**config.mk**
```make
export PLATFORM = sky130hd
export DESIGN_NAME = postfix_stack_evaluator_unit
export DESIGN_NICKNAME = d
export VERILOG_FILES = /design/src/design/pse_pkg.sv /design/src/design/postfix_stack_evaluator_unit.sv /design/src/design/pse_cell.sv /design/src/design/pse_divider.sv
export VERILOG_INCLUDE_DIRS = /design/src /design/src/design
export SDC_FILE = /design/constraint.sdc
export NUM_CORES = 2
export LEC_CHECK = 0
export BUFFER_PORTS_ARGS = -buffer_cell sky130_fd_sc_hd__buf_4
export CAP_MARGIN = 20
export CELL_PAD_IN_SITES_DETAIL_PLACEMENT = 1
export CELL_PAD_IN_SITES_GLOBAL_PLACEMENT = 2
export CORE_MARGIN = 3
export CORE_UTILIZATION = 41
export DETAILED_ROUTE_END_ITERATION = 10
export PLACE_DENSITY = 0.81
export SYNTH_ARGS = -nofsm -noshare
export SYNTH_HDL_FRONTEND = slang
export SYNTH_SLANG_ARGS = --single-unit
```
**constraint.sdc**
```tcl
create_clock -name clk -period 58.4 [get_ports clk]
set_input_delay 0 -clock clk [delete_from_list [all_inputs] [get_ports clk]]
set_output_delay 0 -clock clk [all_outputs]
set_load 0.005 [all_outputs]
```
**src/design/postfix_stack_evaluator_unit_macros.svh**
```systemverilog
// Assertion macros for the postfix stack evaluator.
// Used by postfix_stack_evaluator_unit; no other dependencies.
`ifndef POSTFIX_STACK_EVALUATOR_UNIT_MACROS_SVH
`define POSTFIX_STACK_EVALUATOR_UNIT_MACROS_SVH
`ifndef SYNTHESIS
`define PSE_ASSERT_IMP(lbl, clk, rst, ante, cons) \
  lbl: assert property (@(posedge clk) disable iff (rst) (ante) |-> (cons)) \
    else $error("assertion failed");
`define PSE_ASSERT_NEXT(lbl, clk, rst, ante, cons) \
  lbl: assert property (@(posedge clk) disable iff (rst) (ante) |=> (cons)) \
    else $error("assertion failed");
`else
`define PSE_ASSERT_IMP(lbl, clk, rst, ante, cons)
`define PSE_ASSERT_NEXT(lbl, clk, rst, ante, cons)
`endif
`endif

```
**src/design/pse_pkg.sv**
```systemverilog
// Shared types and constants for the postfix stack evaluator.
// No dependencies.
`timescale 1ns / 1ps
`default_nettype none
package pse_pkg;
  localparam int STACK_DEPTH = 16;
  localparam int VAR_SLOTS = 16;
  localparam int MAX_ROWS = 1024;
  localparam int SP_W = $clog2(STACK_DEPTH + 1);
  localparam int VS_W = (VAR_SLOTS > 1) ? $clog2(VAR_SLOTS) : 1;

  localparam logic [2:0] CMD_NUM = 3'd0;
  localparam logic [2:0] CMD_VAR = 3'd1;
  localparam logic [2:0] CMD_OP = 3'd2;
  localparam logic [2:0] CMD_JMP = 3'd3;
  localparam logic [2:0] CMD_END = 3'd4;

  localparam logic [4:0] OP_ASSIGN = 5'd0;
  localparam logic [4:0] OP_LOR = 5'd1;
  localparam logic [4:0] OP_LAND = 5'd2;
  localparam logic [4:0] OP_BOR = 5'd3;
  localparam logic [4:0] OP_XOR = 5'd4;
  localparam logic [4:0] OP_BAND = 5'd5;
  localparam logic [4:0] OP_EQ = 5'd6;
  localparam logic [4:0] OP_NE = 5'd7;
  localparam logic [4:0] OP_LE = 5'd8;
  localparam logic [4:0] OP_LT = 5'd9;
  localparam logic [4:0] OP_GE = 5'd10;
  localparam logic [4:0] OP_GT = 5'd11;
  localparam logic [4:0] OP_SHL = 5'd12;
  localparam logic [4:0] OP_SHR = 5'd13;
  localparam logic [4:0] OP_ADD = 5'd14;
  localparam logic [4:0] OP_SUB = 5'd15;
  localparam logic [4:0] OP_MUL = 5'd16;
  localparam logic [4:0] OP_DIV = 5'd17;

  localparam logic [1:0] FLT_NONE = 2'd0;
  localparam logic [1:0] FLT_UNDER = 2'd1;
  localparam logic [1:0] FLT_OVER = 2'd2;
  localparam logic [1:0] FLT_DIV0 = 2'd3;

  typedef struct packed {
    logic [31:0] value;
    logic        is_var;
  } entry_t;

  // stack shift control shared by all cells
  typedef enum logic [1:0] {SH_HOLD, SH_PUSH, SH_POP1, SH_POP2} shift_t;

  typedef struct packed {
    shift_t      shift;
    logic        clear;
    entry_t      top_in;
  } stack_ctl_t;
endpackage
`default_nettype wire

```
**src/design/postfix_stack_evaluator_unit.sv**
```systemverilog
// Top level of the postfix stack evaluator: control, ALU, variable file, cell row.
// Depends on pse_pkg, pse_cell, pse_divider and the macros header.
//
//  channel | signals                                            | dir
//  in      | in_valid/in_ready, command..current_row             | sink
//  out     | out_valid/out_ready, next_row, answer, answer_valid, fault | source
//
// A token is first registered from the request, then computed and shifted into
// the cell row.
// Divide and modulo wait in S_DIV for the bit-serial divider.
// A result waits in the output register; the next token is taken in the cycle it leaves.
// Reset clears the stack, variable file, flags and output valid flag.
`timescale 1ns / 1ps
`default_nettype none
`include "postfix_stack_evaluator_unit_macros.svh"
module postfix_stack_evaluator_unit (
  input  wire logic               clk,
  input  wire logic               rst,
  input  wire logic               in_valid,
  output logic                    in_ready,
  input  wire logic [2:0]         command,
  input  wire logic signed [31:0] number,
  input  wire logic [3:0]         var_slot,
  input  wire logic [4:0]         op,
  input  wire logic               mod_select,
  input  wire logic               conditional,
  input  wire logic [9:0]         target_row,
  input  wire logic [9:0]         current_row,
  output logic                    out_valid,
  input  wire logic               out_ready,
  output logic [10:0]             next_row,
  output logic signed [31:0]      answer,
  output logic                    answer_valid,
  output logic [1:0]              fault
);
  localparam int D = pse_pkg::STACK_DEPTH;

  typedef enum logic [1:0] {S_IDLE, S_EXEC, S_DIV} state_t;
  state_t state;

  logic [2:0]  r_cmd;
  logic [31:0] r_num;
  logic [3:0]  r_slot;
  logic [4:0]  r_op;
  logic        r_mod, r_cond;
  logic [9:0]  r_tgt, r_cur;

  logic [pse_pkg::SP_W-1:0] sp;
  logic [31:0] vars [pse_pkg::VAR_SLOTS];
  logic [31:0] last_value;
  logic        have_last, skipping;
  logic [1:0]  line_fault;

  pse_pkg::entry_t   cell_data [D];
  logic              cell_full [D];
  pse_pkg::stack_ctl_t ctl;

  for (genvar g = 0; g < D; g++) begin : g_cell
    pse_pkg::entry_t fa, fa2, fb;
    logic ffa, ffa2, ffb;
    always_comb begin
      fa = (g > 0) ? cell_data[(g > 0) ? g - 1 : 0] : '0;
      ffa = (g > 0) ? cell_full[(g > 0) ? g - 1 : 0] : 1'b0;
      fa2 = (g < D - 1) ? cell_data[(g < D - 1) ? g + 1 : g] : '0;
      ffa2 = (g < D - 1) ? cell_full[(g < D - 1) ? g + 1 : g] : 1'b0;
      fb = (g < D - 1) ? cell_data[(g < D - 1) ? g + 1 : g] : '0;
      ffb = (g < D - 1) ? cell_full[(g < D - 1) ? g + 1 : g] : 1'b0;
      if (g > 0) begin
        fa2 = (g < D - 1) ? cell_data[(g < D - 1) ? g + 1 : g] : '0;
      end
    end
    pse_cell u_cell (
      .clk(clk), .rst(rst), .ctl(ctl),
      .from_above(fa), .from_above2(fa2), .from_below(fb),
      .above_full(ffa), .above2_full(ffa2), .below_full(ffb),
      .is_top(g == 0), .data(cell_data[g]), .full(cell_full[g])
    );
  end

  // operand read
  function automatic logic [31:0] rd(input pse_pkg::entry_t e,
                                     input logic [31:0] v [pse_pkg::VAR_SLOTS]);
    logic [31:0] r;
    r = e.value;
    if (e.is_var) begin
      r = (e.value < 32'(pse_pkg::VAR_SLOTS)) ? v[e.value[pse_pkg::VS_W-1:0]] : 32'd0;
    end
    return r;
  endfunction

  logic [31:0] rv, lv;
  assign rv = rd(cell_data[0], vars);
  assign lv = rd(cell_data[1], vars);

  logic lt_lr, lt_rl;
  assign lt_lr = $signed(lv) < $signed(rv);
  assign lt_rl = $signed(rv) < $signed(lv);

  logic [31:0] alu;
  always_comb begin
    case (r_op)
      pse_pkg::OP_ASSIGN: alu = rv;
      pse_pkg::OP_LOR:  alu = {31'd0, (lv != 0) || (rv != 0)};
      pse_pkg::OP_LAND: alu = {31'd0, (lv != 0) && (rv != 0)};
      pse_pkg::OP_BOR:  alu = lv | rv;
      pse_pkg::OP_XOR:  alu = lv ^ rv;
      pse_pkg::OP_BAND: alu = lv & rv;
      pse_pkg::OP_EQ:   alu = {31'd0, lv == rv};
      pse_pkg::OP_NE:   alu = {31'd0, lv != rv};
      pse_pkg::OP_LE:   alu = {31'd0, !lt_rl};
      pse_pkg::OP_LT:   alu = {31'd0, lt_lr};
      pse_pkg::OP_GE:   alu = {31'd0, !lt_lr};
      pse_pkg::OP_GT:   alu = {31'd0, lt_rl};
      pse_pkg::OP_SHL:  alu = lv << rv[4:0];
      pse_pkg::OP_SHR:  alu = 32'($signed(lv) >>> rv[4:0]);
      pse_pkg::OP_ADD:  alu = lv + rv;
      pse_pkg::OP_SUB:  alu = lv - rv;
      pse_pkg::OP_MUL:  alu = 32'(lv * rv);
      default:          alu = '0;
    endcase
  end

  logic        div_start, div_done;
  logic [31:0] q, rem, ua, ub;
  logic        lneg, rneg;
  assign ua = lv[31] ? 32'd0 - lv : lv;
  assign ub = rv[31] ? 32'd0 - rv : rv;
  pse_divider u_div (
    .clk(clk), .rst(rst), .start(div_start), .dividend(ua), .divisor(ub),
    .done(div_done), .quotient(q), .remainder(rem)
  );

  logic is_div_op, valid_op;
  assign is_div_op = r_mod || (r_op == pse_pkg::OP_DIV);
  assign valid_op = r_mod || (r_op <= pse_pkg::OP_DIV);

  function automatic logic [10:0] clip(input logic [10:0] r);
    return (r >= 11'(pse_pkg::MAX_ROWS)) ? 11'(pse_pkg::MAX_ROWS) : r;
  endfunction

  logic [31:0] res;
  logic        do_shift;
  logic [1:0]  flt_next;

  assign in_ready = (state == S_IDLE) && (!out_valid || out_ready);
  assign div_start = (state == S_EXEC) && r_cmd == pse_pkg::CMD_OP && !skipping
                     && valid_op && is_div_op && sp >= 2 && ub != 0;

  always_comb begin
    ctl = '0;
    ctl.shift = pse_pkg::SH_HOLD;
    res = alu;
    do_shift = 1'b0;
    if (state == S_DIV && div_done) begin
      res = r_mod ? (lneg ? 32'd0 - rem : rem) : ((lneg != rneg) ? 32'd0 - q : q);
      do_shift = 1'b1;
    end else if (state == S_EXEC && !skipping && r_cmd == pse_pkg::CMD_OP && valid_op
                 && sp >= 2 && (!is_div_op || ub == 0)) begin
      res = is_div_op ? 32'd0 : alu;
      do_shift = 1'b1;
    end
    if (do_shift) begin
      ctl.shift = pse_pkg::SH_POP2;
      ctl.top_in = '{value: res, is_var: 1'b0};
    end else if (state == S_EXEC && !skipping && sp < pse_pkg::SP_W'(D)) begin
      if (r_cmd == pse_pkg::CMD_NUM) begin
        ctl.shift = pse_pkg::SH_PUSH;
        ctl.top_in = '{value: r_num, is_var: 1'b0};
      end else if (r_cmd == pse_pkg::CMD_VAR) begin
        ctl.shift = pse_pkg::SH_PUSH;
        ctl.top_in = '{value: {28'd0, r_slot}, is_var: 1'b1};
      end
    end
    if (state == S_EXEC && !skipping && r_cmd == pse_pkg::CMD_JMP && r_cond && sp != 0
        && rv != 0) begin
      ctl.shift = pse_pkg::SH_POP1;
    end
    if (state == S_EXEC && (r_cmd == pse_pkg::CMD_END
        || (!skipping && r_cmd == pse_pkg::CMD_JMP && (!r_cond || (sp != 0 && rv == 0))))) begin
      ctl.clear = 1'b1;
    end
  end

  always_comb begin
    flt_next = line_fault;
    if (line_fault == pse_pkg::FLT_NONE && state == S_EXEC && !skipping) begin
      if ((r_cmd == pse_pkg::CMD_NUM || r_cmd == pse_pkg::CMD_VAR) && sp >= pse_pkg::SP_W'(D))
        flt_next = pse_pkg::FLT_OVER;
      else if (r_cmd == pse_pkg::CMD_OP && valid_op && sp < 2)
        flt_next = pse_pkg::FLT_UNDER;
      else if (r_cmd == pse_pkg::CMD_OP && valid_op && is_div_op && ub == 0)
        flt_next = pse_pkg::FLT_DIV0;
      else if (r_cmd == pse_pkg::CMD_JMP && r_cond && sp == 0)
        flt_next = pse_pkg::FLT_UNDER;
    end
  end

  always_ff @(posedge clk) begin
    if (rst) begin
      state <= S_IDLE;
      sp <= '0;
      last_value <= '0;
      have_last <= 1'b0;
      skipping <= 1'b0;
      line_fault <= '0;
      out_valid <= 1'b0;
      for (int i = 0; i < pse_pkg::VAR_SLOTS; i++) vars[i] <= '0;
    end else begin
      if (out_valid && out_ready) out_valid <= 1'b0;
      line_fault <= flt_next;
      case (state)
        S_IDLE: begin
          if (in_valid && in_ready) begin
            state <= S_EXEC;
            r_cmd <= command; r_num <= number; r_slot <= var_slot; r_op <= op;
            r_mod <= mod_select; r_cond <= conditional;
            r_tgt <= target_row; r_cur <= current_row;
          end
        end
        S_EXEC: begin
          state <= S_IDLE;
          lneg <= lv[31];
          rneg <= rv[31];
          if (div_start) state <= S_DIV;
          if (ctl.shift == pse_pkg::SH_PUSH) sp <= sp + 1'b1;
          if (ctl.shift == pse_pkg::SH_POP1) sp <= sp - 1'b1;
          if (do_shift) begin
            sp <= sp - 1'b1;
            last_value <= res;
            have_last <= 1'b1;
            if (!r_mod && r_op == pse_pkg::OP_ASSIGN && cell_data[1].is_var
                && cell_data[1].value < 32'(pse_pkg::VAR_SLOTS))
              vars[cell_data[1].value[pse_pkg::VS_W-1:0]] <= rv;
          end
          if (r_cmd == pse_pkg::CMD_END) begin
            skipping <= 1'b0;
            if (!skipping) begin
              out_valid <= 1'b1;
              next_row <= clip({1'b0, r_cur} + 11'd1);
              fault <= line_fault;
              if (sp != 0) begin
                answer <= rv; answer_valid <= 1'b1;
              end else begin
                answer <= have_last ? last_value : 32'd0; answer_valid <= have_last;
              end
            end
          end
          if (ctl.clear) begin
            sp <= '0; last_value <= '0; have_last <= 1'b0; line_fault <= '0;
          end
          if (ctl.clear && r_cmd == pse_pkg::CMD_JMP) begin
            skipping <= 1'b1;
            out_valid <= 1'b1;
            next_row <= clip({1'b0, r_tgt});
            fault <= flt_next;
            answer <= have_last ? last_value : 32'd0;
            answer_valid <= have_last;
          end
        end
        S_DIV: begin
          if (div_done) begin
            state <= S_IDLE;
            sp <= sp - 1'b1;
            last_value <= res;
            have_last <= 1'b1;
          end
        end
        default: state <= S_IDLE;
      endcase
    end
  end

  `PSE_ASSERT_IMP(a_sp_range, clk, rst, 1'b1, sp <= pse_pkg::SP_W'(D))
  `PSE_ASSERT_IMP(a_no_accept_busy, clk, rst, state != S_IDLE, !in_ready)
  `PSE_ASSERT_NEXT(a_div_enter, clk, rst, div_start, state == S_DIV)
  `PSE_ASSERT_IMP(a_no_shift_idle, clk, rst, state == S_IDLE, ctl.shift == pse_pkg::SH_HOLD)
endmodule
`default_nettype wire

```
**src/design/pse_cell.sv**
```systemverilog
// One stack cell: holds an entry and shifts with its neighbours.
// Depends on pse_pkg.
`timescale 1ns / 1ps
`default_nettype none
module pse_cell (
  input  wire logic               clk,
  input  wire logic               rst,
  input  wire pse_pkg::stack_ctl_t ctl,
  input  wire pse_pkg::entry_t    from_above,
  input  wire pse_pkg::entry_t    from_above2,
  input  wire pse_pkg::entry_t    from_below,
  input  wire logic               above_full,
  input  wire logic               above2_full,
  input  wire logic               below_full,
  input  wire logic               is_top,
  output pse_pkg::entry_t         data,
  output logic                    full
);
  // cell 0 is the top of stack; deeper cells follow
  always_ff @(posedge clk) begin
    if (rst || ctl.clear) begin
      full <= 1'b0;
    end else begin
      case (ctl.shift)
        pse_pkg::SH_PUSH: begin
          full <= is_top ? 1'b1 : above_full;
          data <= is_top ? ctl.top_in : from_above;
        end
        pse_pkg::SH_POP1: begin
          full <= below_full;
          data <= from_below;
        end
        pse_pkg::SH_POP2: begin
          full <= is_top ? above2_full : above2_full;
          data <= is_top ? ctl.top_in : from_above2;
        end
        default: ;
      endcase
    end
  end
endmodule
`default_nettype wire

```
**src/design/pse_divider.sv**
```systemverilog
// Radix-2 unsigned divider, one quotient bit per cycle.
// No dependencies.
`timescale 1ns / 1ps
`default_nettype none
module pse_divider (
  input  wire logic        clk,
  input  wire logic        rst,
  input  wire logic        start,
  input  wire logic [31:0] dividend,
  input  wire logic [31:0] divisor,
  output logic             done,
  output logic [31:0]      quotient,
  output logic [31:0]      remainder
);
  logic [5:0]  count;
  logic        busy;
  logic [32:0] trial;
  assign trial = {remainder, quotient[31]} - {1'b0, divisor};
  always_ff @(posedge clk) begin
    if (rst) begin
      busy <= 1'b0;
      done <= 1'b0;
      count <= '0;
    end else begin
      done <= 1'b0;
      if (start) begin
        busy <= 1'b1;
        count <= 6'd32;
        quotient <= dividend;
        remainder <= '0;
      end else if (busy) begin
        if (trial[32]) begin
          remainder <= {remainder[30:0], quotient[31]};
          quotient <= {quotient[30:0], 1'b0};
        end else begin
          remainder <= trial[31:0];
          quotient <= {quotient[30:0], 1'b1};
        end
        count <= count - 6'd1;
        if (count == 6'd1) begin
          busy <= 1'b0;
          done <= 1'b1;
        end
      end
    end
  end
endmodule
`default_nettype wire

```
==> results.py <==
metrics = {
    "outcome": {
        "status": "finished clean",
    },
    "critical_path": {
        "path_class": "reg2reg",
        "slowest_delay_ns": 1.04,
        "crit_path_frequent_cell": "fa_1",
        "crit_required_ns": 58.90,
        "worst-path-buf-inv": 8,
        "worstPathMaxFanout": 19,
        "worst_ep_arrival_time_ns": 13.14,
        "start_kind": "flop",
        "crit_path_end_kind": "flop",
        "path_delay_family": "compound AO/OA/AOI/OAI gates",
        "crit_slowest_cell": "clkinv_1",
    },
    "grt": {
        "antenna_found_initial": 15,
        "grt_max_degree": 220,
        "grt_usage": 0.328,
        "grt_pass1_wl_microns": 530000,
        "grt_pass1_vias": 77500,
        "grt_overflow_total": 0,
    },
    "yosys": {
        "synth_top_family_by_area": "simple AND/OR/NAND/NOR gates",
        "synthSimpleGateAreaFrac": 0.183,
        "synthMuxAreaShare": 0.0914,
        "synthXorXnorAreaFrac": 0.0274,
        "syn_nets": 10300,
        "synth_top_area_share": 0.245,
        "synth.top_cells.by_area": "edfxtp_1 (24%), dfxtp_1 (13%), fa_1 (9.5%), nand2_1 (8.5%), mux4_2 (7.4%)",
        "synth_top_area_cell": "edfxtp_1",
        "synth_adder_area_share": 0.137,
        "ys_seq_area_frac": 0.375,
        "synth_edf_count": 706,
        "synth_seq_cells": 1270,
        "syn-instance-count": 9549,
        "synth_compound_area_frac": 0.128,
        "yosysUniqueCellTypes": 100,
        "ys_warn_count": 0,
        "syn_area_per_cell_sq_um": 9.08,
        "synthFlopType": "edfxtp_1",
        "syn_area_sq_um": 86700,
        "ys_async_sr_fraction": 0,
    },
    "power": {
        "power.leakage_nw": 37.7,
        "switching_share": 0.260,
        "p_sw_mw": 0.542,
        "pwr-share-clk": 0.449,
        "max-vdd-ir-drop_mv": 0.0284,
        "pwr_density_cell_nw_per_um2": 21.6,
        "p_comb_frac": 0.093,
        "intPower_mw": 1.54,
        "seqPwrFrac": 0.458,
        "design_power_total_mw": 2.08,
    },
    "sta": {
        "period_share": 0.216,
        "fin_skew_ns": 0.0550,
        "finalSetupTns_ns": 0,
        "hold_viol": 0,
        "fin_ws_ns": 45.76,
        "fin_crit_ns": 12.64,
        "rsz0062_at_grt": "false",
        "tightest_slew_ns": 1.33,
        "slew_violations": 0,
        "max-slew-margin-rel": 0.0878,
        "max_freq_mhz": 79.1,
        "setup_viol": 0,
    },
    "die": {
        "initial_core_util": 0.413,
        "pin_count": 118,
        "fp.dieArea_sq_um": 217000,
        "die_h_microns": 466,
        "rows": 168,
        "coreArea_sq_um": 210000,
        "fp.dieW_microns": 466,
    },
    "drt": {
        "drtIter0Drc": 8142,
        "routed-via-count": 75200,
        "drc": 0,
        "avgViaCountPerCell": 6.08,
        "ant_nets": 0,
        "dr.pass1.iters": 8,
        "post_drt_wl_per_cell_microns": 29.2,
        "drt_wl_total_microns": 361000,
    },
    "job": {
        "max_cap_viol_count": 0,
    },
    "clock_network": {
        "cts_resized": 0,
        "clk_pin_slew_worst_paths_ns": 0.06,
        "clock_sinks": 1270,
        "cts_made_buffers": 147,
        "cts_tree": "yes",
        "cts_root_buffer": "clkbuf_16",
        "htreeDepth": 4,
        "cts_buffer_depth": 3,
        "clk_latency_ns": 0.81,
    },
    "placement": {
        "dp_slack_ns": 46.07,
        "portBuffers": 117,
        "gp_congestion": 0.985,
        "place_inst": 12000,
        "hpwl_microns": 244000,
    },
    "final_layout": {
        "nNetsFinal": 10200,
        "synthToLayoutAreaGrowth_pct": 11.4,
        "drive_gt1_frac": 0.103,
        "finalNonFillerCells": 12400,
    },
    "hold_path": {
        "hold_class": "in2reg",
    },
}
==> flip-flops by register name, indices dropped and copies added (netlist names), 3 cells and up <==
signal              count
r_tgt                  10
vars                  512
g_cell.u_cell.data    528
u_div.count             6
r_cmd                   3
u_div.quotient         32
answer                 32
sp                      5
r_cur                  10
r_num                  32
r_slot                  4
u_div.remainder        32
next_row               11
r_op                    5
last_value             32
==> placed cells by master (no fill, tap or decap), types with 29 or more instances in the layout <==
master and count:
nor2b_1 62, edfxtp_1 706, ha_1 295, nor2_1 1339, and2_1 55, a22oi_1 51, nor3_1 84, mux4_2 284
xor2_1 69, o211ai_1 43, clkinv_1 29, inv_1 517, o21ai_0 310, mux2i_1 127, clkbuf_16 147, nand2_1 1969
a21oi_1 532, a31oi_1 69, buf_4 317, dlygate4sd3_1 138, xnor2_1 199, a22o_1 41, nand2b_1 31, or3_1 30
o31ai_1 34, clkbuf_1 39, fa_1 411, o22ai_1 37, nand3_1 108, a21o_1 47, a211oi_1 287, dfxtp_1 564
==> synth_stat cells (284+ instances only) <==
cell type and n:
inv_1 520, a211oi_1 287, mux4_2 284, nor2_1 1347, a21oi_1 536, edfxtp_1 706, nand2_1 1971, fa_1 411
o21ai_0 311, clkbuf_1 564, ha_1 295, dfxtp_1 564
==> per-layer routing <==
metal,track usage,vias to the layer above,share of wire
met3,0.0537,1009,0.072
li1,-,32600,-
met5,0,-,0.00012
met2,0.520,3161,0.46
met1,0.418,38400,0.40
met4,0.204,6,0.074
==> power by group through the flow <==
| stage | combinational (mW) | clock (mW) | sequential (mW) |
|---|---|---|---|
| finish | 0.194 | 0.935 | 0.955 |
| global route | 0.207 | 0.988 | 0.955 |
| CTS | 0.189 | 0.948 | 0.954 |
| detailed placement | 0.181 | 0 | 0.973 |
| global placement | 0.177 | 0 | 0.973 |
| floorplan | 0.113 | 0 | 0.981 |
==> what timing repair did <==
item | CTS | global route
hold buffers | 138 | 0
endpoints found under the setup margin | 0 | 0
buffers inserted | 0 | 0
endpoints found under the hold margin | 107 | 0
==> kinds of logic (layout without fill, tap and decap cells) <==
logic type / Yosys count / in the layout
AND/OR/NAND/NOR: 3865 / 3865
AO/OA/AOI/OAI: 1725 / 1725
buffers and inverters: 1279 / 1289
flip-flops: 1270 / 1270
adder cells (fa/ha/maj): 706 / 706
multiplexers: 434 / 434
XOR/XNOR: 270 / 270
other: 0 / 9
==> worst register-to-register path, delay by kind of cell (launching register included) <==
kind | cells | cell delay, ns
buffers and inverters | 8 | 2.85
flip-flops | 1 | 0.61
AND/OR/NAND/NOR | 5 | 1.25
multiplexers | 1 | 0.46
adder cells (fa/ha/maj) | 9 | 3.51
AO/OA/AOI/OAI | 11 | 3.66
==> worst paths after layout <==
kind / startpoint / end / slack (ns) / depth (start not counted)
max: g_cell[1].u_cell.data[3] / g_cell[0].u_cell.data[21] / 45.76 / 34
min reg2reg: skipping / skipping / 0.46 / 2
max reg2reg: g_cell[1].u_cell.data[3] / g_cell[0].u_cell.data[21] / 45.76 / 34
min: rst / last_value[13] / 0.19 / 3
==> cell type report <==
cell class              count  area, sq um
inverters                 551         2070
flip-flops and latches   1270        32500
multi-input cells        7000        49600
diodes                      9         22.5
repair buffers            470         4050
clock buffers             207         4100
well taps                2805         3510
fillers                 23800       113000
clock inverters            61          732
==> through the flow <==
step                instance area (sq um)  utilization  hold WS [ns]
floorplan                           86700            -        0.0989
global placement                    90300        0.430         0.179
detailed placement                  90300        0.430         0.180
CTS                                 96600        0.460         0.158
global route                        96600        0.460         0.198
finish                              96600        0.460         0.187
Note: power is estimated with default switching activity, not from simulation.
